**src/hdl/mbrh_pkg.sv**
```systemverilog
// ----------------------------------------------------------------------------
// mbrh_pkg
// Shared types, codes and the CRC-16 step for the read-holding-registers
// transaction unit.
// ----------------------------------------------------------------------------
package mbrh_pkg;

    localparam logic [7:0]  FUNC_READ      = 8'h03;
    localparam logic [7:0]  EXC_FLAG       = 8'h80;
    localparam logic [15:0] CRC_INIT       = 16'hFFFF;
    localparam logic [15:0] CRC_POLY       = 16'hA001;
    localparam int          FRAME_OVERHEAD = 5;

    localparam logic KIND_START = 1'b0;
    localparam logic KIND_RX    = 1'b1;

    localparam logic [1:0] ITEM_REQ    = 2'd0;
    localparam logic [1:0] ITEM_DATA   = 2'd1;
    localparam logic [1:0] ITEM_STATUS = 2'd2;

    localparam logic [2:0] ST_OK         = 3'd0;
    localparam logic [2:0] ST_ZERO_COUNT = 3'd1;
    localparam logic [2:0] ST_CRC        = 3'd2;
    localparam logic [2:0] ST_EXCEPTION  = 3'd3;
    localparam logic [2:0] ST_LENGTH     = 3'd4;
    localparam logic [2:0] ST_HEADER     = 3'd5;
    localparam logic [2:0] ST_BYTECOUNT  = 3'd6;
    localparam logic [2:0] ST_OVERFLOW   = 3'd7;

    typedef enum logic [1:0] {
        OSEL_REQ  = 2'd0,
        OSEL_DATA = 2'd1,
        OSEL_STAT = 2'd2
    } t_out_sel;

    // controller -> datapath
    typedef struct packed {
        logic     req_start;
        logic     rx_take;
        logic     eval;
        logic     out_load;
        t_out_sel out_sel;
    } t_cmd;

    // datapath -> controller
    typedef struct packed {
        logic start_zero;
        logic req_last;
        logic data_last;
        logic eval_data;
    } t_sts;

    // One byte of reflected CRC-16, eight shift steps
    function automatic logic [15:0] crc_byte(input logic [15:0] crc, input logic [7:0] b);
        logic [15:0] c;
        c = crc ^ {8'h00, b};
        for (int i = 0; i < 8; i++) begin
            c = c[0] ? ((c >> 1) ^ CRC_POLY) : (c >> 1);
        end
        return c;
    endfunction

endpackage

```
**src/hdl/mbrh_if.sv**
```systemverilog
// ----------------------------------------------------------------------------
// mbrh_if
// Valid/ready channels for input items and result items.
// ----------------------------------------------------------------------------
interface mbrh_in_if;
    logic        valid;
    logic        ready;
    logic        kind;
    logic [7:0]  slave_address;
    logic [15:0] start_register;
    logic [4:0]  register_total;
    logic [7:0]  rx_byte;
    logic        rx_last;

    modport source (
        output valid, kind, slave_address, start_register, register_total,
               rx_byte, rx_last,
        input  ready
    );
    modport sink (
        input  valid, kind, slave_address, start_register, register_total,
               rx_byte, rx_last,
        output ready
    );
endinterface

interface mbrh_out_if;
    logic       valid;
    logic       ready;
    logic [1:0] item_type;
    logic [7:0] byte_value;
    logic [2:0] status;
    logic [7:0] exception_code;
    logic       last;

    modport source (
        output valid, item_type, byte_value, status, exception_code, last,
        input  ready
    );
    modport sink (
        input  valid, item_type, byte_value, status, exception_code, last,
        output ready
    );
endinterface

```
**src/hdl/mbrh_ctrl.sv**
```systemverilog
// ----------------------------------------------------------------------------
// mbrh_ctrl
// Sequencer: accepts items, steps request and response emission, owns the
// output valid flag.
// ----------------------------------------------------------------------------
module mbrh_ctrl
    import mbrh_pkg::*;
(
    input  logic i_clk,
    input  logic i_rst_n,
    input  logic i_in_valid,
    input  logic i_in_kind,
    input  logic i_in_rx_last,
    output logic o_in_ready,
    output logic o_out_valid,
    input  logic i_out_ready,
    output t_cmd o_cmd,
    input  t_sts i_sts
);

    typedef enum logic [4:0] {
        S_IDLE = 5'b00001,
        S_REQ  = 5'b00010,
        S_EVAL = 5'b00100,
        S_DATA = 5'b01000,
        S_STAT = 5'b10000
    } t_state;

    t_state r_state, n_state;
    logic   r_out_valid, n_out_valid;
    logic   accept;
    logic   slot_free;

    assign o_in_ready  = (r_state == S_IDLE);
    assign o_out_valid = r_out_valid;
    assign accept      = i_in_valid && (r_state == S_IDLE);
    assign slot_free   = !r_out_valid || i_out_ready;

    always_comb begin
        n_state         = r_state;
        o_cmd.req_start = accept && (i_in_kind == KIND_START);
        o_cmd.rx_take   = accept && (i_in_kind == KIND_RX);
        o_cmd.eval      = 1'b0;
        o_cmd.out_load  = 1'b0;
        o_cmd.out_sel   = OSEL_REQ;
        case (r_state)
            S_IDLE: begin
                if (accept) begin
                    if (i_in_kind == KIND_START) begin
                        n_state = i_sts.start_zero ? S_STAT : S_REQ;
                    end else if (i_in_rx_last) begin
                        n_state = S_EVAL;
                    end
                end
            end
            S_REQ: begin
                o_cmd.out_sel  = OSEL_REQ;
                o_cmd.out_load = slot_free;
                if (slot_free && i_sts.req_last) begin
                    n_state = S_IDLE;
                end
            end
            S_EVAL: begin
                o_cmd.eval = 1'b1;
                n_state    = i_sts.eval_data ? S_DATA : S_STAT;
            end
            S_DATA: begin
                o_cmd.out_sel  = OSEL_DATA;
                o_cmd.out_load = slot_free;
                if (slot_free && i_sts.data_last) begin
                    n_state = S_STAT;
                end
            end
            S_STAT: begin
                o_cmd.out_sel  = OSEL_STAT;
                o_cmd.out_load = slot_free;
                if (slot_free) begin
                    n_state = S_IDLE;
                end
            end
            default: begin
                n_state = S_IDLE;
            end
        endcase
    end

    always_comb begin
        if (o_cmd.out_load) begin
            n_out_valid = 1'b1;
        end else if (i_out_ready) begin
            n_out_valid = 1'b0;
        end else begin
            n_out_valid = r_out_valid;
        end
    end

    always_ff @(posedge i_clk) begin
        if (!i_rst_n) begin
            r_state     <= S_IDLE;
            r_out_valid <= 1'b0;
        end else begin
            r_state     <= n_state;
            r_out_valid <= n_out_valid;
        end
    end

endmodule

```
**src/hdl/mbrh_dp.sv**
```systemverilog
// ----------------------------------------------------------------------------
// mbrh_dp
// Datapath: request builder, receive buffer with running CRC, frame checks
// and the result payload register.
// ----------------------------------------------------------------------------
module mbrh_dp
    import mbrh_pkg::*;
#(
    parameter int MAX_REGS = 16
) (
    input  logic        i_clk,
    input  logic        i_rst_n,
    input  t_cmd        i_cmd,
    output t_sts        o_sts,
    input  logic [7:0]  i_slave_address,
    input  logic [15:0] i_start_register,
    input  logic [4:0]  i_register_total,
    input  logic [7:0]  i_rx_byte,
    output logic [1:0]  o_item_type,
    output logic [7:0]  o_byte_value,
    output logic [2:0]  o_status,
    output logic [7:0]  o_exception_code,
    output logic        o_last
);

    localparam int DATA_DEPTH = 2 * MAX_REGS;
    localparam int FRAME_MAX  = DATA_DEPTH + FRAME_OVERHEAD;
    localparam int LEN_W      = $clog2(FRAME_MAX + 1);
    localparam int IDX_W      = $clog2(DATA_DEPTH);
    localparam int CNT_W      = ($clog2(DATA_DEPTH + 1) > 3) ? $clog2(DATA_DEPTH + 1) : 3;
    localparam logic [4:0] MAX_CNT = 5'(MAX_REGS);

    // request and expectation
    logic [7:0]  r_exp_addr;
    logic [4:0]  r_exp_cnt;
    logic [15:0] r_req_reg;
    logic [15:0] r_tx_crc;

    // receive state
    logic [15:0]      r_crc;
    logic [15:0]      r_tail;
    logic [LEN_W-1:0] r_len;
    logic [7:0]       r_hdr [3];
    logic             r_ovf;
    logic [7:0]       r_mem [DATA_DEPTH];
    logic [7:0]       r_rd_data;

    logic [CNT_W-1:0] r_cnt, n_cnt;
    logic [2:0]       r_status;
    logic [7:0]       r_exc;

    logic [1:0] r_out_type;
    logic [7:0] r_out_byte;
    logic [2:0] r_out_status;
    logic [7:0] r_out_exc;
    logic       r_out_last;

    logic [4:0]       cnt_sat;
    logic [7:0]       req_byte;
    logic [LEN_W-1:0] n2_len;
    logic [CNT_W-1:0] n2_cnt;
    logic [7:0]       n2_byte;
    logic [LEN_W-1:0] wr_pos;
    logic [2:0]       eval_status;
    logic [7:0]       eval_exc;

    assign cnt_sat = (i_register_total > MAX_CNT) ? MAX_CNT : i_register_total;
    assign n2_len  = LEN_W'({r_exp_cnt, 1'b0});
    assign n2_cnt  = CNT_W'({r_exp_cnt, 1'b0});
    assign n2_byte = {2'b00, r_exp_cnt, 1'b0};
    assign wr_pos  = r_len - LEN_W'(3);

    always_comb begin
        case (r_cnt[2:0])
            3'd0:    req_byte = r_exp_addr;
            3'd1:    req_byte = FUNC_READ;
            3'd2:    req_byte = r_req_reg[15:8];
            3'd3:    req_byte = r_req_reg[7:0];
            3'd4:    req_byte = 8'h00;
            3'd5:    req_byte = {3'b000, r_exp_cnt};
            3'd6:    req_byte = r_tx_crc[7:0];
            default: req_byte = r_tx_crc[15:8];
        endcase
    end

    // Frame checks in priority order
    always_comb begin
        eval_exc = 8'h00;
        if (r_len < LEN_W'(4) || r_crc != {r_tail[7:0], r_tail[15:8]}) begin
            eval_status = ST_CRC;
        end else if (r_len == LEN_W'(FRAME_OVERHEAD) && r_hdr[1] == (FUNC_READ | EXC_FLAG)) begin
            eval_status = ST_EXCEPTION;
            eval_exc    = r_hdr[2];
        end else if (r_ovf) begin
            eval_status = ST_OVERFLOW;
        end else if (r_len != n2_len + LEN_W'(FRAME_OVERHEAD)) begin
            eval_status = ST_LENGTH;
        end else if (r_hdr[0] != r_exp_addr || r_hdr[1] != FUNC_READ) begin
            eval_status = ST_HEADER;
        end else if (r_hdr[2] != n2_byte) begin
            eval_status = ST_BYTECOUNT;
        end else begin
            eval_status = ST_OK;
        end
    end

    assign o_sts.start_zero = (i_register_total == 5'd0);
    assign o_sts.req_last   = (r_cnt == CNT_W'(7));
    assign o_sts.data_last  = (r_cnt == n2_cnt - CNT_W'(1));
    assign o_sts.eval_data  = (eval_status == ST_OK) && (r_exp_cnt != 5'd0);

    always_comb begin
        n_cnt = r_cnt;
        if (i_cmd.req_start || i_cmd.eval) begin
            n_cnt = '0;
        end else if (i_cmd.out_load && i_cmd.out_sel != OSEL_STAT) begin
            n_cnt = r_cnt + CNT_W'(1);
        end
    end

    always_ff @(posedge i_clk) begin
        if (!i_rst_n) begin
            r_exp_addr <= 8'h00;
            r_exp_cnt  <= 5'd0;
            r_crc      <= CRC_INIT;
            r_tail     <= 16'h0000;
            r_len      <= '0;
            r_hdr[0]   <= 8'h00;
            r_hdr[1]   <= 8'h00;
            r_hdr[2]   <= 8'h00;
            r_ovf      <= 1'b0;
            r_cnt      <= '0;
        end else begin
            r_cnt <= n_cnt;
            if (i_cmd.req_start || i_cmd.eval) begin
                r_crc    <= CRC_INIT;
                r_tail   <= 16'h0000;
                r_len    <= '0;
                r_hdr[0] <= 8'h00;
                r_hdr[1] <= 8'h00;
                r_hdr[2] <= 8'h00;
                r_ovf    <= 1'b0;
            end else if (i_cmd.rx_take) begin
                // the last two bytes seen stay out of the CRC until more arrive
                if (r_len >= LEN_W'(2)) begin
                    r_crc <= crc_byte(r_crc, r_tail[15:8]);
                end
                r_tail <= {r_tail[7:0], i_rx_byte};
                if (r_len >= LEN_W'(FRAME_MAX)) begin
                    r_ovf <= 1'b1;
                end else begin
                    if (r_len < LEN_W'(3)) begin
                        r_hdr[r_len[1:0]] <= i_rx_byte;
                    end
                    r_len <= r_len + LEN_W'(1);
                end
            end
            if (i_cmd.req_start) begin
                r_exp_addr <= i_slave_address;
                r_exp_cnt  <= cnt_sat;
            end
        end
    end

    // Receive buffer; drop bytes past the data area
    always_ff @(posedge i_clk) begin
        if (i_cmd.rx_take && r_len >= LEN_W'(3) && r_len < LEN_W'(DATA_DEPTH + 3)) begin
            r_mem[wr_pos[IDX_W-1:0]] <= i_rx_byte;
        end
        r_rd_data <= r_mem[n_cnt[IDX_W-1:0]];
    end

    always_ff @(posedge i_clk) begin
        if (i_cmd.req_start) begin
            r_req_reg <= i_start_register;
            r_tx_crc  <= CRC_INIT;
            r_status  <= ST_ZERO_COUNT;
            r_exc     <= 8'h00;
        end else if (i_cmd.eval) begin
            r_status <= eval_status;
            r_exc    <= eval_exc;
        end
        if (i_cmd.out_load && i_cmd.out_sel == OSEL_REQ && r_cnt < CNT_W'(6)) begin
            r_tx_crc <= crc_byte(r_tx_crc, req_byte);
        end
        if (i_cmd.out_load) begin
            case (i_cmd.out_sel)
                OSEL_REQ: begin
                    r_out_type   <= ITEM_REQ;
                    r_out_byte   <= req_byte;
                    r_out_status <= ST_OK;
                    r_out_exc    <= 8'h00;
                    r_out_last   <= (r_cnt == CNT_W'(7));
                end
                OSEL_DATA: begin
                    r_out_type   <= ITEM_DATA;
                    r_out_byte   <= r_rd_data;
                    r_out_status <= ST_OK;
                    r_out_exc    <= 8'h00;
                    r_out_last   <= 1'b0;
                end
                default: begin
                    r_out_type   <= ITEM_STATUS;
                    r_out_byte   <= 8'h00;
                    r_out_status <= r_status;
                    r_out_exc    <= r_exc;
                    r_out_last   <= 1'b1;
                end
            endcase
        end
    end

    assign o_item_type      = r_out_type;
    assign o_byte_value     = r_out_byte;
    assign o_status         = r_out_status;
    assign o_exception_code = r_out_exc;
    assign o_last           = r_out_last;

endmodule

```
**src/hdl/modbus_read_holding_transaction_unit.sv**
```systemverilog
// ----------------------------------------------------------------------------
// modbus_read_holding_transaction_unit
// Master side of one Modbus RTU read-holding-registers (function 3) exchange.
// ----------------------------------------------------------------------------
// A start item is accepted and then yields the 8 request bytes, one per cycle
// while the output is not stalled, with the CRC built as the bytes go out; a
// start with zero count yields a single status item. A response byte that is
// not the last yields nothing, so bytes stream in at one per cycle. After the
// byte marked last come the frame checks, then, if they pass, the 2n data
// bytes read one per cycle from the receive buffer while the output is not
// stalled, and last the status item. No new item is taken while results of
// the current one are being produced; the output register lets the next item
// in while the final result still waits on the consumer.
module modbus_read_holding_transaction_unit
    import mbrh_pkg::*;
#(
    parameter int MAX_REGS = 16
) (
    input  logic        i_clk,
    input  logic        i_rst_n,
    mbrh_in_if.sink     i_in,
    mbrh_out_if.source  o_out
);

    t_cmd cmd;
    t_sts sts;
    logic in_ready;
    logic out_valid;

    mbrh_ctrl u_ctrl (
        .i_clk        (i_clk),
        .i_rst_n      (i_rst_n),
        .i_in_valid   (i_in.valid),
        .i_in_kind    (i_in.kind),
        .i_in_rx_last (i_in.rx_last),
        .o_in_ready   (in_ready),
        .o_out_valid  (out_valid),
        .i_out_ready  (o_out.ready),
        .o_cmd        (cmd),
        .i_sts        (sts)
    );

    mbrh_dp #(
        .MAX_REGS (MAX_REGS)
    ) u_dp (
        .i_clk            (i_clk),
        .i_rst_n          (i_rst_n),
        .i_cmd            (cmd),
        .o_sts            (sts),
        .i_slave_address  (i_in.slave_address),
        .i_start_register (i_in.start_register),
        .i_register_total (i_in.register_total),
        .i_rx_byte        (i_in.rx_byte),
        .o_item_type      (o_out.item_type),
        .o_byte_value     (o_out.byte_value),
        .o_status         (o_out.status),
        .o_exception_code (o_out.exception_code),
        .o_last           (o_out.last)
    );

    assign i_in.ready  = in_ready;
    assign o_out.valid = out_valid;

endmodule

```
**src/flat_wrapper.sv**
```systemverilog
// flat-port wrapper written by rule: the top's interface ports become plain ports
module modbus_read_holding_transaction_unit_flat import mbrh_pkg::*;
#(
    parameter int MAX_REGS = 16
)
  (i_clk, i_rst_n, i_in_valid, i_in_kind, i_in_slave_address, i_in_start_register, i_in_register_total, i_in_rx_byte, i_in_rx_last, i_in_ready, o_out_valid, o_out_item_type, o_out_byte_value, o_out_status, o_out_exception_code, o_out_last, o_out_ready);
  mbrh_in_if i_in_i ();
  mbrh_out_if o_out_i ();
  input  logic i_clk;
  input  logic i_rst_n;
  input wire logic [$bits(i_in_i.valid)-1:0] i_in_valid;
  input wire logic [$bits(i_in_i.kind)-1:0] i_in_kind;
  input wire logic [$bits(i_in_i.slave_address)-1:0] i_in_slave_address;
  input wire logic [$bits(i_in_i.start_register)-1:0] i_in_start_register;
  input wire logic [$bits(i_in_i.register_total)-1:0] i_in_register_total;
  input wire logic [$bits(i_in_i.rx_byte)-1:0] i_in_rx_byte;
  input wire logic [$bits(i_in_i.rx_last)-1:0] i_in_rx_last;
  output wire logic [$bits(i_in_i.ready)-1:0] i_in_ready;
  output wire logic [$bits(o_out_i.valid)-1:0] o_out_valid;
  output wire logic [$bits(o_out_i.item_type)-1:0] o_out_item_type;
  output wire logic [$bits(o_out_i.byte_value)-1:0] o_out_byte_value;
  output wire logic [$bits(o_out_i.status)-1:0] o_out_status;
  output wire logic [$bits(o_out_i.exception_code)-1:0] o_out_exception_code;
  output wire logic [$bits(o_out_i.last)-1:0] o_out_last;
  input wire logic [$bits(o_out_i.ready)-1:0] o_out_ready;
  assign i_in_i.valid = i_in_valid;
  assign i_in_i.kind = i_in_kind;
  assign i_in_i.slave_address = i_in_slave_address;
  assign i_in_i.start_register = i_in_start_register;
  assign i_in_i.register_total = i_in_register_total;
  assign i_in_i.rx_byte = i_in_rx_byte;
  assign i_in_i.rx_last = i_in_rx_last;
  assign i_in_ready = i_in_i.ready;
  assign o_out_valid = o_out_i.valid;
  assign o_out_item_type = o_out_i.item_type;
  assign o_out_byte_value = o_out_i.byte_value;
  assign o_out_status = o_out_i.status;
  assign o_out_exception_code = o_out_i.exception_code;
  assign o_out_last = o_out_i.last;
  assign o_out_i.ready = o_out_ready;
  modbus_read_holding_transaction_unit #(.MAX_REGS(MAX_REGS)) u_core (.i_clk(i_clk), .i_rst_n(i_rst_n), .i_in(i_in_i), .o_out(o_out_i));
endmodule
```
**config.mk**
```make
export PLATFORM = sky130hd
export DESIGN_NAME = modbus_read_holding_transaction_unit_flat
export DESIGN_NICKNAME = d
export VERILOG_FILES = /design/src/hdl/mbrh_pkg.sv /design/src/hdl/mbrh_if.sv /design/src/hdl/mbrh_ctrl.sv /design/src/hdl/mbrh_dp.sv /design/src/hdl/modbus_read_holding_transaction_unit.sv /design/src/flat_wrapper.sv
export SDC_FILE = /design/constraint.sdc
export NUM_CORES = 1
export LEC_CHECK = 0
export ABC_AREA = 1
export BUFFER_PORTS_ARGS = -buffer_cell sky130_fd_sc_hd__buf_2
export CORE_ASPECT_RATIO = 0.5
export CORE_UTILIZATION = 39
export DETAILED_ROUTE_END_ITERATION = 16
export GPL_TIMING_DRIVEN = 0
export SYNTH_ARGS = -nofsm -noshare
export SYNTH_HDL_FRONTEND = slang
export SYNTH_SLANG_ARGS = --single-unit
```
**constraint.sdc**
```tcl
create_clock -name i_clk -period 3.2 [get_ports i_clk]
set_clock_uncertainty 0.1 [all_clocks]
set_input_delay 0.16 -clock i_clk [delete_from_list [all_inputs] [get_ports i_clk]]
set_output_delay 0.16 -clock i_clk [all_outputs]
set_load 0.05 [all_outputs]
```
==> impl_metrics.env <==
export IMPL_outcome="completed"
export IMPL_reg2reg_to="u_core.u_dp.r_rd_data[2]$_DFF_P_"
export IMPL_syn2layout_area_growth_pct=16.2
export IMPL_yosysWarningCount=0
export IMPL_avgViaCountPerCell=5.05
export IMPL_fin_ws_ns=0.0706
export IMPL_clk_pin_slew_ns=0.06
export IMPL_clk_path_buf_depth=3
export IMPL_worstPathArrival_ns=3.50
export IMPL_dp_cells=2694
export IMPL_max_stage_delay_ns=0.44
export IMPL_hold_violations=0
export IMPL_crit_path_cell_trace="nor2_4 > nand4_1 > inv_2 > nor2_4 > inv_2 > nor2_2 > inv_2 > clkbuf_1 > nand3_1 > nand3_1 > nand2_1 > nand2_1 > nand2_1"
export IMPL_setup_viol=0
export IMPL_first_pass_iters=8
export IMPL_fillers=4464
export IMPL_hp_class="in2reg"
export IMPL_core_sq_um=47400
export IMPL_tightest_slew_ns=1.03
export IMPL_port_buffers=66
export IMPL_tns_ns=0
export IMPL_crit_path_top_delay_cell="dfxtp_1"
export IMPL_nets=2197
export IMPL_final_util_pct=46.5
export IMPL_synth_mux_area_share_pct=0
export IMPL_cts_max_level=2
export IMPL_syn_area_sq_um=19000
export IMPL_die_h_um=158
export IMPL_final_max_slew_viol_count=0
export IMPL_syn_inst=1990
export IMPL_drtIter0Drc=1345
export IMPL_ys_ff_latch=417
export IMPL_synth_xor_area_share_pct=2.13
export IMPL_worst_ep_required_time_ns=3.57
export IMPL_num_vias=14158
export IMPL_synth_top_family_by_area="simple AND/OR/NAND/NOR gates"
export IMPL_insertion_delay_ns=0.56
export IMPL_synth_edf_count=334
export IMPL_rows=56
export IMPL_grt_usage_pct=20.3
export IMPL_critPathLaunch="u_core.u_ctrl.r_state[0]$_SDFFE_PN1P_"
export IMPL_ff2ff_setup_slack_ns=0.07
export IMPL_post_drt_wl_per_cell_um=18.0
export IMPL_route_detailed_drc=0
export IMPL_grt_start_max_net_pins=35
export IMPL_maxSlewHeadroom_pct=31.6
export IMPL_cts_tree="built"
export IMPL_grt_pass1_wl_um=75800
export IMPL_fp_dieArea_sq_um=49500
export IMPL_reg2reg_depth=13
export IMPL_p_leak_uw=0.00902
export IMPL_synthDistinctLibCells=42
export IMPL_worstSetupStartpointType="flop"
export IMPL_synthArstFlopShare_pct=0
export IMPL_fmax_mhz=320
export IMPL_syn_area_per_cell_sq_um=9.52
export IMPL_cts_root_buf="clkbuf_16"
export IMPL_worstSetupPathType="reg2reg"
export IMPL_cap_violations=0
export IMPL_grt_pass1_vias=13023
export IMPL_finalNonFillerCells=2801
export IMPL_critPathMaxFanout=10
export IMPL_numCtsBuffers=40
export IMPL_synthSimpleGateAreaFrac_pct=23.4
export IMPL_layout_drive_gt1_share_pct=11.2
export IMPL_max_vdd_ir_drop_mv=0.432
export IMPL_finalCriticalPeriod_ns=3.13
export IMPL_critPathCaptureType="flop"
export IMPL_crit_end="u_core.u_dp.r_rd_data[2]$_DFF_P_"
export IMPL_regArea_sq_um=11700
export IMPL_routed_wl_um=50400
export IMPL_yosysSeqAreaShare_pct=61.7
export IMPL_gp_congestion=0.952
export IMPL_io_pins=67
export IMPL_fin_crit_sh_pct=97.8
export IMPL_multi_input_area_sq_um=6190
export IMPL_largest_reg_flops=256
export IMPL_n_antenna_cell=0
export IMPL_hold_path_depth=4
export IMPL_antenna_found_initial=0
export IMPL_syn_nets=2052
export IMPL_die_w_um=314
export IMPL_place_area_sq_um=20100
export IMPL_post_place_ws_ns=-0.462
export IMPL_start_util_pct=40.0
export IMPL_synth_compound_area_share_pct=4.13
export IMPL_grt_overflow=0
export IMPL_synthAdderAreaFrac_pct=1.25
export IMPL_final_area_sq_um=22000
export IMPL_hpwlAfterDp_um=34500
export IMPL_postRouteAntennaNets=0
export IMPL_cts_num_sinks=417
export IMPL_r2r_start="u_core.u_ctrl.r_state[0]$_SDFFE_PN1P_"
export IMPL_ys_dominant_reg_cell="edfxtp_1"
export IMPL_power_density_nw_per_um2=804
synthesized netlist by cell type, types with 5 or more instances:
cell	count	area, sq um
buf_2	35	175
inv_2	9	33.8
or2_2	7	43.8
nand3_1	257	1290
nor2_2	6	37.5
xnor2_1	20	175
dfxtp_1	83	1660
ha_1	19	238
o21ai_0	47	235
nand4_1	37	231
clkbuf_1	39	146
nor4_1	6	37.5
o211ai_1	28	210
nor3_1	12	60.1
nand2_1	529	1990
xor2_1	26	228
or2_1	5	31.3
a21oi_1	49	245
nor2_1	133	499
inv_1	270	1010
edfxtp_1	334	10000
through the flow:
stage	hold slack [ns]	total power (uW)
after floorplan	0.159	10800
after global routing	0.0357	18700
after CTS	0.00746	17600
final	0.0224	17700
after global placement	0.237	12800
after detailed placement	0.238	12900
cell families (layout without fill, tap and decap cells):
| logic type | count (synthesis) | after routing |
|---|---|---|
| AND/OR/NAND/NOR | 1013 | 1014 |
| flip-flops | 417 | 417 |
| buffers and inverters | 358 | 530 |
| AO/OA/AOI/OAI | 137 | 137 |
| XOR/XNOR | 46 | 46 |
| adder cells (fa/ha/maj) | 19 | 19 |
metal layers:
layer | routed length (um) | track usage [%] | up-vias
met1 | 23200 | 29.1 | 6672
li1 | - | - | 6883
met2 | 21800 | 31.3 | 511
met5 | 0 | 0 | -
met3 | 4190 | 3.82 | 92
met4 | 1210 | 5.67 | 0
worst min-delay path by stage:
stage                                 start                                      to  slack [ns]
floorplan                   i_in_rx_byte[0]       u_core.u_dp.r_mem[0][0]$_DFFE_PP_        0.16
CTS                             o_out_ready  u_core.u_ctrl.o_out_valid$_SDFFE_PN0P_       0.007
finish                          o_out_ready  u_core.u_ctrl.o_out_valid$_SDFFE_PN0P_        0.02
global placement    i_in_start_register[14]     u_core.u_dp.r_req_reg[14]$_DFFE_PP_        0.24
global route                    o_out_ready  u_core.u_ctrl.o_out_valid$_SDFFE_PN0P_        0.04
detailed placement   i_in_start_register[7]      u_core.u_dp.r_req_reg[7]$_DFFE_PP_        0.24
cell usage in the layout, fill, tap and decap left out, types with 3 or more instances in the layout:
cell,count
dfxtp_1,82
o21ai_0,47
nand4_1,37
clkinv_2,5
nor2_2,7
nand2_1,524
or2_1,5
xor2_1,26
inv_2,9
nor2_1,99
dlygate4sd3_1,36
o22ai_1,4
nor2_4,37
or2_2,7
nand3_2,3
nand3_1,256
clkbuf_16,40
ha_1,16
nor3_1,12
clkinv_1,8
inv_1,270
nor4_1,6
a21oi_1,49
buf_1,3
nand2_4,4
xnor2_1,20
buf_2,100
bufinv_16,3
edfxtp_1,334
nand2_2,3
clkbuf_1,46
or2_0,3
o211ai_1,28
critical path: cells and delay by family, from the launching register on:
kind / cells / cell delay [ns]
DFF: 1 / 0.44
buffers and inverters: 4 / 0.79
and+or+nand+nor: 9 / 1.73
where the power goes:
group	switching [uW]	leakage (uW)	internal (uW)
registers	202	0.00369	6340
logic	4790	0.00472	1750
clock network	2040	0.000610	2590
total	7030	0.00902	10700
layout make-up:
type / count / area share [%]
flip-flops and latches: 417 / 53.1
multi-input cells: 1216 / 28.1
clock buffers: 51 / 4.78
inverters: 280 / 4.77
well taps: 638 / 3.62
repair buffers: 103 / 3.17
plain buffers: 77 / 1.57
clock inverters: 19 / 0.886
timing repair:
item / in CTS / in global routing
setup endpoints to repair: 305 / 275
hold buffers: 36 / 0
cloned: 1 / 0
hold endpoints to repair: 31 / 0
buffers inserted: 1 / 0
pin swaps: 1 / 0
resized for setup: 30 / 60
Power figures use the tool's default switching activity.
